<file path="src/rtl/ppts_pkg.sv">
// Shared types, codes and constants for the periodic priority task scheduler.
`default_nettype none
package ppts_pkg;

    localparam int SLOTS    = 16;
    localparam int SLOT_W   = 4;
    localparam int SIG_W    = 32;
    localparam int SIGN_W   = 5;
    localparam int TIME_W   = 64;
    localparam int NOW_W    = 63;
    localparam int PRIO_W   = 8;
    localparam int CMD_W    = 3;

    localparam logic [TIME_W-1:0] TIME_INF      = '1;
    localparam logic [31:0]       DEFAULT_SCALE = 32'd1000000;
    localparam logic [SIGN_W-1:0] DEFAULT_MAXSIG = 5'd31;

    localparam int SIG_READY   = 0;
    localparam int SIG_TIMER   = 1;
    localparam int SIG_WAKEUP  = 2;
    localparam int SIG_SUSPEND = 3;

    localparam logic [CMD_W-1:0] CMD_SCHEDULE = 3'd0;
    localparam logic [CMD_W-1:0] CMD_CREATE   = 3'd1;
    localparam logic [CMD_W-1:0] CMD_SIGNAL   = 3'd2;
    localparam logic [CMD_W-1:0] CMD_PRIO     = 3'd3;
    localparam logic [CMD_W-1:0] CMD_PERIODIC = 3'd4;
    localparam logic [CMD_W-1:0] CMD_WAIT     = 3'd5;
    localparam logic [CMD_W-1:0] CMD_BLOCKED  = 3'd6;

    localparam logic REG_MAX_SIGNAL   = 1'b0;
    localparam logic REG_PERIOD_SCALE = 1'b1;

    localparam logic [1:0] PTR_SLOT = 2'd0;
    localparam logic [1:0] PTR_RUN  = 2'd1;
    localparam logic [1:0] PTR_CNT  = 2'd2;
    localparam logic [1:0] PTR_PICK = 2'd3;

    typedef struct packed {
        logic       load;
        logic       exec;
        logic       per_wr;
        logic       cnt_clr;
        logic       cnt_inc;
        logic [1:0] ptr_sel;
        logic       timer_post;
        logic       div_start;
        logic       base_ld;
        logic       resume_wr;
        logic       scan_clr;
        logic       scan_step;
        logic       handle;
        logic       tried_clr;
        logic       out_load;
    } ppts_ctl_t;

    typedef struct packed {
        logic [CMD_W-1:0] cmd;
        logic             cnt_last;
        logic             due;
        logic             per_zero;
        logic             div_done;
        logic             ready_after;
        logic             out_free;
    } ppts_stat_t;

endpackage
`default_nettype wire

</file>
<file path="src/rtl/ppts_ctrl.sv">
// Controller state machine sequencing commands, timer pass and pick scans.
`default_nettype none
module ppts_ctrl (
    input  wire logic                 clk,
    input  wire logic                 rst_n,
    input  wire logic                 in_valid,
    output logic                      in_ready,
    input  wire ppts_pkg::ppts_stat_t stat,
    output ppts_pkg::ppts_ctl_t       ctl
);
    import ppts_pkg::*;

    localparam logic [3:0] S_IDLE  = 4'd0;
    localparam logic [3:0] S_EXEC  = 4'd1;
    localparam logic [3:0] S_PER   = 4'd2;
    localparam logic [3:0] S_TCHK  = 4'd3;
    localparam logic [3:0] S_TDIV  = 4'd4;
    localparam logic [3:0] S_TBASE = 4'd5;
    localparam logic [3:0] S_TRES  = 4'd6;
    localparam logic [3:0] S_PSCAN = 4'd7;
    localparam logic [3:0] S_PHDL  = 4'd8;
    localparam logic [3:0] S_RESP  = 4'd9;

    logic [3:0] state_reg, state_next;

    always_comb
    begin
        state_next = state_reg;
        ctl        = '0;
        in_ready   = 1'b0;
        case (state_reg)
            S_IDLE:
            begin
                in_ready = 1'b1;
                if (in_valid)
                begin
                    ctl.load   = 1'b1;
                    state_next = S_EXEC;
                end
            end
            S_EXEC:
            begin
                ctl.exec = 1'b1;
                if ((stat.cmd == CMD_PERIODIC) || (stat.cmd == CMD_WAIT))
                    ctl.ptr_sel = PTR_RUN;
                else
                    ctl.ptr_sel = PTR_SLOT;
                if ((stat.cmd == CMD_SCHEDULE) || (stat.cmd == CMD_WAIT))
                begin
                    ctl.cnt_clr   = 1'b1;
                    ctl.tried_clr = 1'b1;
                    state_next    = S_TCHK;
                end
                else if (stat.cmd == CMD_PERIODIC)
                    state_next = S_PER;
                else
                    state_next = S_RESP;
            end
            S_PER:
            begin
                ctl.ptr_sel = PTR_RUN;
                ctl.per_wr  = 1'b1;
                state_next  = S_RESP;
            end
            S_TCHK:
            begin
                ctl.ptr_sel    = PTR_CNT;
                ctl.timer_post = stat.due;
                if (stat.due && !stat.per_zero)
                begin
                    ctl.div_start = 1'b1;
                    state_next    = S_TDIV;
                end
                else if (stat.cnt_last)
                begin
                    ctl.cnt_clr  = 1'b1;
                    ctl.scan_clr = 1'b1;
                    state_next   = S_PSCAN;
                end
                else
                    ctl.cnt_inc = 1'b1;
            end
            S_TDIV:
            begin
                ctl.ptr_sel = PTR_CNT;
                if (stat.div_done)
                    state_next = S_TBASE;
            end
            S_TBASE:
            begin
                ctl.ptr_sel = PTR_CNT;
                ctl.base_ld = 1'b1;
                state_next  = S_TRES;
            end
            S_TRES:
            begin
                ctl.ptr_sel   = PTR_CNT;
                ctl.resume_wr = 1'b1;
                if (stat.cnt_last)
                begin
                    ctl.cnt_clr  = 1'b1;
                    ctl.scan_clr = 1'b1;
                    state_next   = S_PSCAN;
                end
                else
                begin
                    ctl.cnt_inc = 1'b1;
                    state_next  = S_TCHK;
                end
            end
            S_PSCAN:
            begin
                ctl.ptr_sel   = PTR_CNT;
                ctl.scan_step = 1'b1;
                ctl.cnt_inc   = 1'b1;
                if (stat.cnt_last)
                    state_next = S_PHDL;
            end
            S_PHDL:
            begin
                ctl.ptr_sel = PTR_PICK;
                ctl.handle  = 1'b1;
                if (stat.ready_after)
                    state_next = S_RESP;
                else
                begin
                    ctl.cnt_clr  = 1'b1;
                    ctl.scan_clr = 1'b1;
                    state_next   = S_PSCAN;
                end
            end
            S_RESP:
            begin
                ctl.ptr_sel = PTR_RUN;
                if (stat.out_free)
                begin
                    ctl.out_load = 1'b1;
                    state_next   = S_IDLE;
                end
            end
            default:
                state_next = S_IDLE;
        endcase
    end

    always_ff @(posedge clk or negedge rst_n)
    begin
        if (!rst_n)
            state_reg <= S_IDLE;
        else
            state_reg <= state_next;
    end

    a_accept_exec: assert property (@(posedge clk) disable iff (!rst_n)
        (in_valid && in_ready) |=> (state_reg == S_EXEC))
        else $error("accepted request not executed");
    a_div_only_due: assert property (@(posedge clk) disable iff (!rst_n)
        ctl.div_start |-> (stat.due && !stat.per_zero))
        else $error("divider started for a task that is not due");
endmodule
`default_nettype wire

</file>
<file path="config.mk">
export PLATFORM = sky130hd
export DESIGN_NAME = ppts_ctrl
export DESIGN_NICKNAME = d
export VERILOG_FILES = /design/src/rtl/ppts_pkg.sv /design/src/rtl/ppts_ctrl.sv
export SDC_FILE = /design/constraint.sdc
export NUM_CORES = 1
export LEC_CHECK = 0
export BUFFER_PORTS_ARGS = -buffer_cell sky130_fd_sc_hd__buf_2
export CORE_AREA = 2 2 39 41
export CTS_BUF_LIST = sky130_fd_sc_hd__clkbuf_8
export CTS_CLUSTER_SIZE = 12
export DETAILED_ROUTE_END_ITERATION = 12
export DIE_AREA = 0 0 41 43
export GPL_TIMING_DRIVEN = 0
export PLACE_DENSITY = 0.85
export RECOVER_POWER = 25
export SKIP_LAST_GASP = 1
export SLEW_MARGIN = 10
export SYNTH_ARGS = -nofsm -noshare
export SYNTH_HDL_FRONTEND = slang
export SYNTH_SLANG_ARGS = --single-unit
</file>
<file path="constraint.sdc">
create_clock -name clk -period 3.7 [get_ports clk]
set_input_delay 0 -clock clk [delete_from_list [all_inputs] [get_ports clk]]
set_output_delay 0 -clock clk [all_outputs]
set_load 0.02 [all_outputs]
</file>
---- Word level (Yosys, flattened, before mapping) ----
Index checks and enable logic that the tools add are counted.
storage, ports and cells
  register bits ........................... 4
  input bits .............................. 12
operators by class
  equal/unequal tests ..................... 16
  mux-type cells .......................... 36
  reduce and logical (&&, ||, !) cells .... 9
operators by type and width
  operator                                             number
  case mux 4 bit (10 select lines)                     1
  two-way mux 4 bit                                    9
  two-way mux 1 bit                                    19
  equality test 4 x 3 -> 1 bit, second input constant  4
  equality test 4 x 2 -> 1 bit, second input constant  2
  equality test 4 bit, second input constant           2
  != test 2 bit, second input constant                 4
  case mux 2 bit (4 select lines)                      1
  equality test 3 bit, second input constant           2
  case mux 1 bit (3 select lines)                      2
  AND reduction 5 bit                                  1
  OR reduction 5 bit                                   1
  equality test 4 x 1 -> 1 bit, second input constant  1
  zero test 4 bit                                      1
  two-way mux 2 bit                                    2
  case mux 1 bit (4 select lines)                      1
  zero test 3 bit                                      1
  two-way mux 3 bit                                    1
  != test 3 bit, second input constant                 1
  logical OR 1 bit                                     2
  OR reduction 2 bit                                   1
  logical AND 1 bit                                    1
  zero test 1 bit                                      1

---- Logic depth before layout (Yosys ltp) ----
Gate-level depths: netlist of run 1.
  depth after elaboration ................. 4
  gate-level depth with buffers ........... 6

---- Worst setup path after synthesis of run 1 ----
No wires, ideal clock.
  path type ............................... reg2out
  start ................................... register state_reg[2]
  end ..................................... output ctl[15] in the netlist's numbering
  data arrival time ....................... 1.763 ns
  data required time ...................... 3.700 ns
  setup slack ............................. 1.937 ns
  cell stages (with the launch flop) ...... 5
  path through ............................ dfrtp_1 > buf_6 > buf_2 > nor4_1 > and2_1
RTL lines
  item                    RTL line          source
  from (decl)             ppts_ctrl.sv:24   logic [3:0] state_reg, state_next;
  from (signal assigned)  ppts_ctrl.sv:151  state_reg <= state_next;
  to (decl)               ppts_ctrl.sv:9    output ppts_pkg::ppts_ctl_t ctl

==> results of run 1 <==
cells by family (layout without fill, tap and decap cells):
| group | count (synthesis) | after routing |
|---|---|---|
| buffers and inverters | 12 | 44 |
| AND/OR/NAND/NOR | 34 | 34 |
| multiplexers | 2 | 2 |
| AO/OA/AOI/OAI | 25 | 25 |
| flip-flops | 4 | 4 |
synth_stat cells (2+ instances only):
cell type / instances / area share [%]
and2_1: 2 / 2.0
nor3_2: 2 / 3.2
nand2b_4: 2 / 4.3
o22ai_1: 2 / 2.0
buf_2: 2 / 1.6
o21ai_0: 2 / 1.6
nand2b_1: 3 / 3.0
nor3_1: 5 / 4.0
a31oi_1: 4 / 4.0
inv_1: 6 / 3.6
nand2_1: 2 / 1.2
dfrtp_1: 4 / 16
nor2_1: 7 / 4.2
buf_6: 4 / 7.1
a21oi_1: 5 / 4.0
o31ai_1: 2 / 2.4
nor4_1: 2 / 2.0
path summary, 6_finish.rpt:
| check | from | end | cells after the start |
|---|---|---|---|
| max in group asynchronous | rst_n | state_reg[1] | 2 |
| max | state_reg[1] | ctl[12] | 5 |
| max reg2reg | state_reg[0] | state_reg[0] | 5 |
| min reg2reg | state_reg[3] | state_reg[1] | 2 |
| min | stat[0] | state_reg[3] | 3 |
| min in group asynchronous | rst_n | state_reg[0] | 2 |
where the power goes:
group / internal, mW / switching, mW / leakage, nW
registers: 0.0626 / 0.0219 / 0.0508
logic: 0.219 / 0.311 / 0.312
clock network: 0.0694 / 0.0238 / 0.0216
per-layer routing:
layer  vias up  GRT usage [%]  routed length (um)
met5         -              0                   0
met4         0           6.00                  14
met3         2           5.24                 123
met2        41           36.9                 902
met1       336           29.2                 725
li1        351              -                   -
area by class of cell:
type / count / area share [%]
repair buffers: 29 / 17.4
clock buffers: 3 / 4.91
inverters: 6 / 2.68
flip-flops and latches: 4 / 11.9
well taps: 16 / 2.38
multi-input cells: 61 / 54.2
plain buffers: 6 / 6.55
cells in the final DEF (no fill, tap or decap), types with 2 or more instances in the layout:
cell,instances
a21oi_1,5
a31oi_1,4
and2_1,2
buf_2,27
buf_6,4
clkbuf_1,3
clkbuf_8,3
dfrtp_1,4
inv_1,6
nand2_1,2
nand2b_1,3
nand2b_4,2
nor2_1,7
nor3_1,5
nor3_2,2
nor4_1,2
o21ai_0,2
o22ai_1,2
o31ai_1,2
tightest hold or removal path, stage by stage:
cell,delay (ns)
buf_2,0.09
or3_1,0.11
o31ai_1,0.06
through the flow:
stage | setup slack, ns | std cells | power (mW) | hold slack, ns
2_1_floorplan | 1.94 | 77 | 0.493 | -0.296
3_3_place_gp | 2.18 | 121 | 0.600 | -0.194
3_5_place_dp | 2.13 | 121 | 0.613 | -0.191
6_report | 2.05 | 125 | 0.708 | 0.0918
5_1_grt | 1.99 | 125 | 0.757 | 0.114
4_1_cts | 2.05 | 125 | 0.708 | 0.0938
==> results.ini, run 1 <==
[detailed_routing]
wirelength_um = 1770
drt.antenna.violating_nets = 0
avgViaCountPerCell = 5.84
wire_per_inst_um = 14.1
initialDrtViolationCount = 31
post-route-drc-count = 0
detailroute.via_count = 730
drt_pre_antenna_iters = 4

[setup_path]
endpoint_kind = primary output
timing.critical_path.from_type = flip-flop
worstPathMaxFanout = 10
crit_path_top_delay_cell = dfrtp_1
critPathBufInv = 2
critical-path-top-delay-family = compound AO/OA/AOI/OAI gates
crit_required_ns = 3.70
reg2reg_setup_slack_ns = 2.12
cp_cell_sequence = buf_6, o32a_1, o22ai_2, or2_1, buf_2
cp.arrival_ns = 1.65
cpPeakStageDelay_ns = 0.47
critical_path_class = reg2out

[timing]
clock_skew_ns = 0.00236
post_layout_min_period_ns = 1.65
final-max-slew-violation-count = 0
max_slew.worst_pin.slew_ns = 0.330
slew-limit-headroom_pct = 77.8
timing.final.crit_share_pct = 44.7
finalHoldViolations = 0
timing.fmax_mhz = 605
timing.final.setup_violations = 0
grt_setup_unrepaired = false
setup_total_negative_slack_ns = 0

[synthesis]
synth.yosys.seq_area_share_pct = 15.8
synth_edf_count = 0
synth_simple_gate_area_share_pct = 35.8
synth_warnings = 0
synth-adder-area-share_pct = 0
dominantRegCellSynth = dfrtp_1
async_flop_share_pct = 100
dominant_combinational_cell_family_by_area_after_synthesis = simple AND/OR/NAND/NOR gates
synthesis.instances = 77
synth_compound_area_share_pct = 32.0
synth.area.mux_share_pct = 4.15
syn_nets = 89
yosys_register_bits = 4
post_synth.cell_area_avg_um2 = 8.22
synth-xor-area-share_pct = 0
post_synth_instance_area_um2 = 633
synth_cell_types = 38

[clocking]
insertion_delay_ns = 0.22
cts-hold-fix-buffers = 1
clkSinkCount = 4
clock_tree.buffer_depth = 2
cts_buffers = 3
cts.repair.resized = 0
cts_post_setup_buffers_inserted = 0
h-tree-depth = 1
ctsRootBufferMaster = clkbuf_8
worst_setup_hold_path_clk_slew_ns = 0.03
tritoncts = done

[final_layout]
design.final.nets = 123
fill_cells = 126
area.sequential_um2 = 100
final_core_util_pct = 60.8
antenna_cells_inserted = 0
drive_gt1_share_pct = 45.0
multi_input_area_um2 = 455
area_growth_syn_to_layout_pct = 32.8
flip_flop_count_of_the_largest_register_after_layout = 4
post_layout_instance_area_um2 = 841

[run]
cap_viol_max_count = 0

[placement]
detailed_place.area_um2 = 793
gp_routability_congestion = 0.953
dp_hpwl_um = 1310
port-buffer-count = 28

[grt]
first_global_vias = 658
grt_first_pass_wirelength_um = 2800
grt_max_degree = 11
grt_util_all_layers_pct = 22.9
globalRoute.totalOverflow = 0
grt_antenna_before_repair = 0

[die]
row_count = 14
die_h_um = 43
floorplan.core_area_mm2 = 0.00138
chip_width_um = 41
starting_density_of_the_core_pct = 45.8
ios = 29
dieArea_mm2 = 0.00176

[worst_hold_path]
min-delay-path-class = in2reg

[power]
irDropWorstVdd_v = 0.000320
power.density_mw_per_mm2 = 842
leakage_nw = 0.385

[status]
status = complete, no violations

Note: power is estimated with default switching activity, not from simulation.
==> run 2: changes to the inputs <==
- CORE_AREA: 2 2 39 41 -> unset
- CORE_MARGIN: unset -> 1.5
- CORE_UTILIZATION: unset -> 47
- DIE_AREA: 0 0 41 43 -> unset
- PLACE_DENSITY: 0.85 -> 0.84
- clock period: 3.7 -> 1.6 ns (I/O delays scaled with it)
==> run 2 against run 1 <==
Sequential power up 130%. Highest routed layer unchanged. Critical path depth increased by 1. Flip-flop and latch count unchanged. Setup slack got worse by 2.0 ns. First-iteration DRC count increased by 13%. Via count increased by 7.3%. Final area increased by 6.4%. Count of clock-buffer cells in the layout unchanged. Cell count up 0.80%. Register-to-register slack lost 2.1 ns. Clock power increased by 130%.
==> results.ini, run 2 (synthesis results as in run 1) <==
[clocking]
insertion_delay_ns = 0.22  ; about the same
h-tree-depth = 1  ; unchanged
ctsRootBufferMaster = clkbuf_8
worst_setup_hold_path_clk_slew_ns = 0.03  ; about the same
clkSinkCount = 4  ; unchanged
clock_tree.buffer_depth = 2  ; unchanged
tritoncts = done
cts_buffers = 3  ; unchanged

[final_layout]
layout.cells.most_common = buf_2
layout.cells.most_common_list = buf_2, nor2_1, inv_1
area_growth_syn_to_layout_pct = 41.3
design.final.nets = 125  ; +1.6%
flip_flop_count_of_the_largest_register_after_layout = 4  ; unchanged
antenna_cells_inserted = 0  ; unchanged
drive_gt1_share_pct = 53.2  ; +8.2 points
post_layout_instance_area_um2 = 895  ; +6.4%

[setup_path]
worst-r2r-cell-count = 5  ; unchanged
crit_path_top_delay_cell = dfrtp_1
worstPathMaxFanout = 8  ; -2
cpPeakStageDelay_ns = 0.36  ; -0.11 ns
cp.arrival_ns = 1.59  ; -0.06 ns
worstReg2RegEnd = state_reg[0]
critical_path_class = reg2out
timing.critical_path.from_type = flip-flop
crit_required_ns = 1.60  ; -2.10 ns
reg2reg_setup_slack_ns = 0.03  ; -2.09 ns
cp_cell_sequence = buf_6, nand2b_4, o32a_1, o22ai_2, or2_1, buf_4
endpoint_kind = primary output
rr_startpoint = state_reg[0]

[grt]
grt_first_pass_wirelength_um = 2530  ; -9.9%
grt_antenna_before_repair = 0  ; unchanged
globalRoute.totalOverflow = 0  ; unchanged
grt_util_all_layers_pct = 24.3  ; +1.4 points
grt_max_degree = 11  ; unchanged
first_global_vias = 599  ; -9.0%

[die]
chip_width_um = 39.7  ; -3.2%
die_h_um = 39.7  ; -7.7%
floorplan.core_area_mm2 = 0.00128  ; -7.1%
row_count = 13  ; -1
dieArea_mm2 = 0.00158  ; -11%
ios = 29  ; unchanged
starting_density_of_the_core_pct = 49.3  ; +3.5 points

[run]
cap_viol_max_count = 0  ; unchanged

[worst_hold_path]
cell_depth_of_the_worst_hold_path = 3  ; unchanged
worst_hold_path.endpoint = state_reg[3]
min-delay-path-class = in2reg
hold_path.startpoint = stat[0]

[detailed_routing]
detailroute.via_count = 783  ; +7.3%
post-route-drc-count = 0  ; unchanged
drt_pre_antenna_iters = 4  ; unchanged
wirelength_um = 1930  ; +9.2%
wire_per_inst_um = 15.3  ; +8.4%
initialDrtViolationCount = 35  ; +13%
avgViaCountPerCell = 6.21  ; +6.4%
drt.antenna.violating_nets = 0  ; unchanged

[timing]
final-max-slew-violation-count = 0  ; unchanged
finalHoldViolations = 0  ; unchanged
timing.hold.ws_ns = 0.0926  ; +0.000853 ns
timing.final.setup_violations = 0  ; unchanged
post_layout_min_period_ns = 1.59
grt_setup_unrepaired = true
clock_skew_ns = 0.000424  ; -0.00194 ns
slew-limit-headroom_pct = 76.0  ; -1.8 points
timing.fmax_mhz = 628
timing.final.crit_share_pct = 99.5
max_slew.worst_pin.slew_ns = 0.359  ; +0.0288 ns

[placement]
port-buffer-count = 28  ; unchanged
gp_routability_congestion = 0.894  ; -6.2%
dp_hpwl_um = 1320  ; +0.64%
detailed_place.area_um2 = 802  ; +1.1%

[status]
status = complete, no violations

[power]
irDropWorstVdd_v = 0.000780  ; +140%
power.density_mw_per_mm2 = 1970  ; +130%
leakage_nw = 0.402  ; +4.6%

-- run 2: cell count changes in the layout (fill, tap and decap cells not counted), sizes merged --
cell	before	now
clkbuf	6	4
buf	31	35
-- run 2: final cells by class --
type | instances | area (um2)
multi-input cells | 61 | 488
flip-flops and latches | 4 | 103
plain buffers | 6 | 55.1
well taps | 15 | 18.8
fillers | 108 | 390
inverters | 6 | 22.5
repair buffers | 31 | 166
clock buffers | 3 | 41.3
-- run 2: per-stage QoR --
stage | std cells | setup TNS (ns) | util [%] | total power, mW | setup slack (ns)
final | 126 | 0 | 69.6 | 1.76 | 0.00758
after global routing | 126 | -0.0208 | 69.6 | 1.86 | -0.0177
after CTS | 125 | 0 | 67.4 | 1.67 | 0.0111
after detailed placement | 120 | 0 | 62.4 | 1.43 | 0.0422
after global placement | 120 | 0 | 62.4 | 1.40 | 0.0680
after floorplan | 77 | 0 | - | 1.15 | 0.0725
-- run 2: metal layers --
metal	vias to the layer above	GRT usage, %	part of all wire (%)
met1	365	28.3	38
met3	9	1.70	7.6
met2	52	42.6	52
li1	357	-	-
met5	-	0	0
met4	0	13.8	2.2
-- run 2: worst max-delay path by stage --
stage                             from            to  slack [ns]  cells past startpoint
after detailed placement  state_reg[1]  state_reg[0]        0.04                      5
after CTS                 state_reg[2]       ctl[12]        0.01                      6
final                     state_reg[2]       ctl[12]       0.008                      6
after global routing      state_reg[2]       ctl[12]       -0.02                      6
after floorplan           state_reg[3]       ctl[12]        0.07                      5
after global placement    state_reg[0]  state_reg[0]        0.07                      5
-- run 2: worst max-delay path, delay by kind of cell, from the launching register on --
| family | cells | cell delay (ns) |
|---|---|---|
| buffers and inverters | 2 | 0.28 |
| AO/OA/AOI/OAI | 2 | 0.45 |
| flip-flops | 1 | 0.36 |
| AND/OR/NAND/NOR | 2 | 0.29 |
-- run 2: what timing repair did --
action	4_1_cts	5_1_grt
gates cloned	0	0
hold endpoints to repair	4	0
buffers inserted	1	1
gates resized for setup	3	4
setup endpoints to repair	1	4
hold buffers	1	0
pin swaps	0	0
-- run 2: power by group --
group          internal, mW  switching, mW
registers             0.149         0.0477
logic                 0.558          0.793
clock network         0.160         0.0540
total                 0.867          0.895
==> run 3: changes to the inputs <==
- clock period: 1.6 -> 1.7 ns (I/O delays scaled with it)
==> run 3 against run 2 <==
Core utilization down 3.2 points. Register-to-register slack better by 0.12 ns. First-iteration DRC count up 8.6%. Largest power group unchanged.
==> results.ini, run 3 (synthesis results as in run 1) <==
[status]
status = complete, no violations

[detailed_routing]
post-route-drc-count = 0  ; unchanged
wire_per_inst_um = 14.7  ; -3.9%
detailroute.via_count = 762  ; -2.7%
m1_wl_um = 718  ; -1.9%
avgViaCountPerCell = 6.15  ; -1.1%
wirelength_um = 1820  ; -5.4%
route.met2.wl_um = 899  ; -11%
topRoutingLayerUsed = met4
route.met3.wl_um = 157  ; +6.8%
initialDrtViolationCount = 38  ; +8.6%
drt.antenna.violating_nets = 0  ; unchanged
drt_pre_antenna_iters = 4  ; unchanged

[grt]
grt_max_degree = 11  ; unchanged
globalRoute.totalOverflow = 0  ; unchanged
grt_first_pass_wirelength_um = 2800  ; +11%
grt_antenna_before_repair = 0  ; unchanged
grt_util_all_layers_pct = 27.3  ; +3.0 points
first_global_vias = 606  ; +1.2%

[setup_path]
worstReg2RegEnd = state_reg[0]
reg2reg_setup_slack_ns = 0.15  ; +0.12 ns
worst-r2r-cell-count = 5  ; unchanged
timing.critical_path.from_type = flip-flop
worstPathMaxFanout = 10  ; +2
rr_startpoint = state_reg[0]
crit_required_ns = 1.70  ; +0.10 ns
critical_path_class = reg2out
cp.arrival_ns = 1.64  ; +0.05 ns
endpoint_kind = primary output

[timing]
clock_skew_ns = 0.00895  ; +0.00852 ns
slew-limit-headroom_pct = 77.8  ; +1.8 points
finalHoldViolations = 0  ; unchanged
setup_total_negative_slack_ns = 0  ; unchanged
final-max-slew-violation-count = 0  ; unchanged
post_layout_min_period_ns = 1.64
timing.final.crit_share_pct = 96.3
timing.fmax_mhz = 611
grt_setup_unrepaired = true
final.setup.worst_slack_ns = 0.0624  ; +0.0548 ns
timing.final.setup_violations = 0  ; unchanged
max_slew.worst_pin.slew_ns = 0.332  ; -0.0265 ns

[die]
dieArea_mm2 = 0.00158  ; unchanged
die_h_um = 39.7  ; unchanged
floorplan.core_area_mm2 = 0.00128  ; unchanged
starting_density_of_the_core_pct = 49.3  ; unchanged
chip_width_um = 39.7  ; unchanged
ios = 29  ; unchanged
row_count = 13  ; unchanged

[worst_hold_path]
cell_depth_of_the_worst_hold_path = 3  ; unchanged
worst_hold_path.endpoint = state_reg[3]
hold_path.startpoint = stat[0]
min-delay-path-class = in2reg

[clocking]
clock_tree.buffer_depth = 2  ; unchanged
h-tree-depth = 1  ; unchanged
tritoncts = done
clkSinkCount = 4  ; unchanged
worst_setup_hold_path_clk_slew_ns = 0.04  ; about the same
ctsRootBufferMaster = clkbuf_8
cts_buffers = 3  ; unchanged
insertion_delay_ns = 0.22  ; about the same

[final_layout]
area_growth_syn_to_layout_pct = 34.8
drive_gt1_share_pct = 48.6  ; -4.5 points
finalNonFillerCells = 124  ; -1.6%
layout.cells.most_common_list = buf_2, nor2_1, inv_1
flip_flop_count_of_the_largest_register_after_layout = 4  ; unchanged
antenna_cells_inserted = 0  ; unchanged
layout.cells.most_common = buf_2
design.final.nets = 123  ; -1.6%

[placement]
port-buffer-count = 28  ; unchanged
gp_routability_congestion = 0.829  ; -7.3%
placed_cells = 120  ; unchanged
dp_worst_setup_slack_ns = 0.148  ; +0.106 ns
dp_hpwl_um = 1380  ; +4.9%

[power]
irDropWorstVdd_v = 0.000862  ; +11%
power.density_mw_per_mm2 = 1850  ; -6.0%
leakage_nw = 0.384  ; -4.7%

[run]
cap_viol_max_count = 0  ; unchanged

-- run 3: routing by layer --
layer,vias to the layer above,global-route usage [%]
li1,351,-
met1,347,33.4
met2,56,45.1
met3,8,3.41
met4,0,15.5
met5,-,0
-- run 3: layout make-up --
| class | count | area, um2 |
|---|---|---|
| plain buffers | 6 | 55.1 |
| clock buffers | 3 | 41.3 |
| fillers | 121 | 432 |
| inverters | 6 | 22.5 |
| multi-input cells | 61 | 464 |
| flip-flops and latches | 4 | 103 |
| well taps | 15 | 18.8 |
| repair buffers | 29 | 149 |
-- run 3: timing repair --
action                                  CTS  global route
resized for setup                         0             4
hold buffers                              1             0
endpoints found under the hold margin     4             0
setup buffers                             0             0
endpoints found under the setup margin    0             1
-- run 3: critical path: stages (launching register included) --
cell	delay, ns
dfrtp_2	0.45
buf_6	0.17
o32a_1	0.36
o22ai_2	0.18
or2_1	0.12
buf_4	0.13
-- run 3: per-stage QoR --
stage | hold WS, ns | util (%) | power (mW) | instance area (um2)
2_1_floorplan | -0.296 | - | 1.08 | 639
6_report | 0.0730 | 66.4 | 1.58 | 853
4_1_cts | 0.0728 | 66.1 | 1.56 | 850
3_3_place_gp | -0.195 | 62.1 | 1.32 | 798
3_5_place_dp | -0.193 | 62.1 | 1.35 | 798
5_1_grt | 0.0853 | 66.4 | 1.69 | 853
-- run 3: worst max path at each step --
stage,from,endpoint,slack [ns]
5_1_grt,state_reg[2],ctl[12],0.0005
4_1_cts,state_reg[3],ctl[12],0.04
6_report,state_reg[1],ctl[12],0.06
2_1_floorplan,state_reg[3],ctl[12],0.04
3_5_place_dp,state_reg[3],state_reg[0],0.15
3_3_place_gp,state_reg[0],state_reg[0],0.19
-- run 3: where the power goes --
part | internal (mW) | switching, mW | leakage (nW)
logic | 0.489 | 0.698 | 0.314
registers | 0.140 | 0.0441 | 0.0481
clock network | 0.152 | 0.0573 | 0.0216
total | 0.780 | 0.799 | 0.384
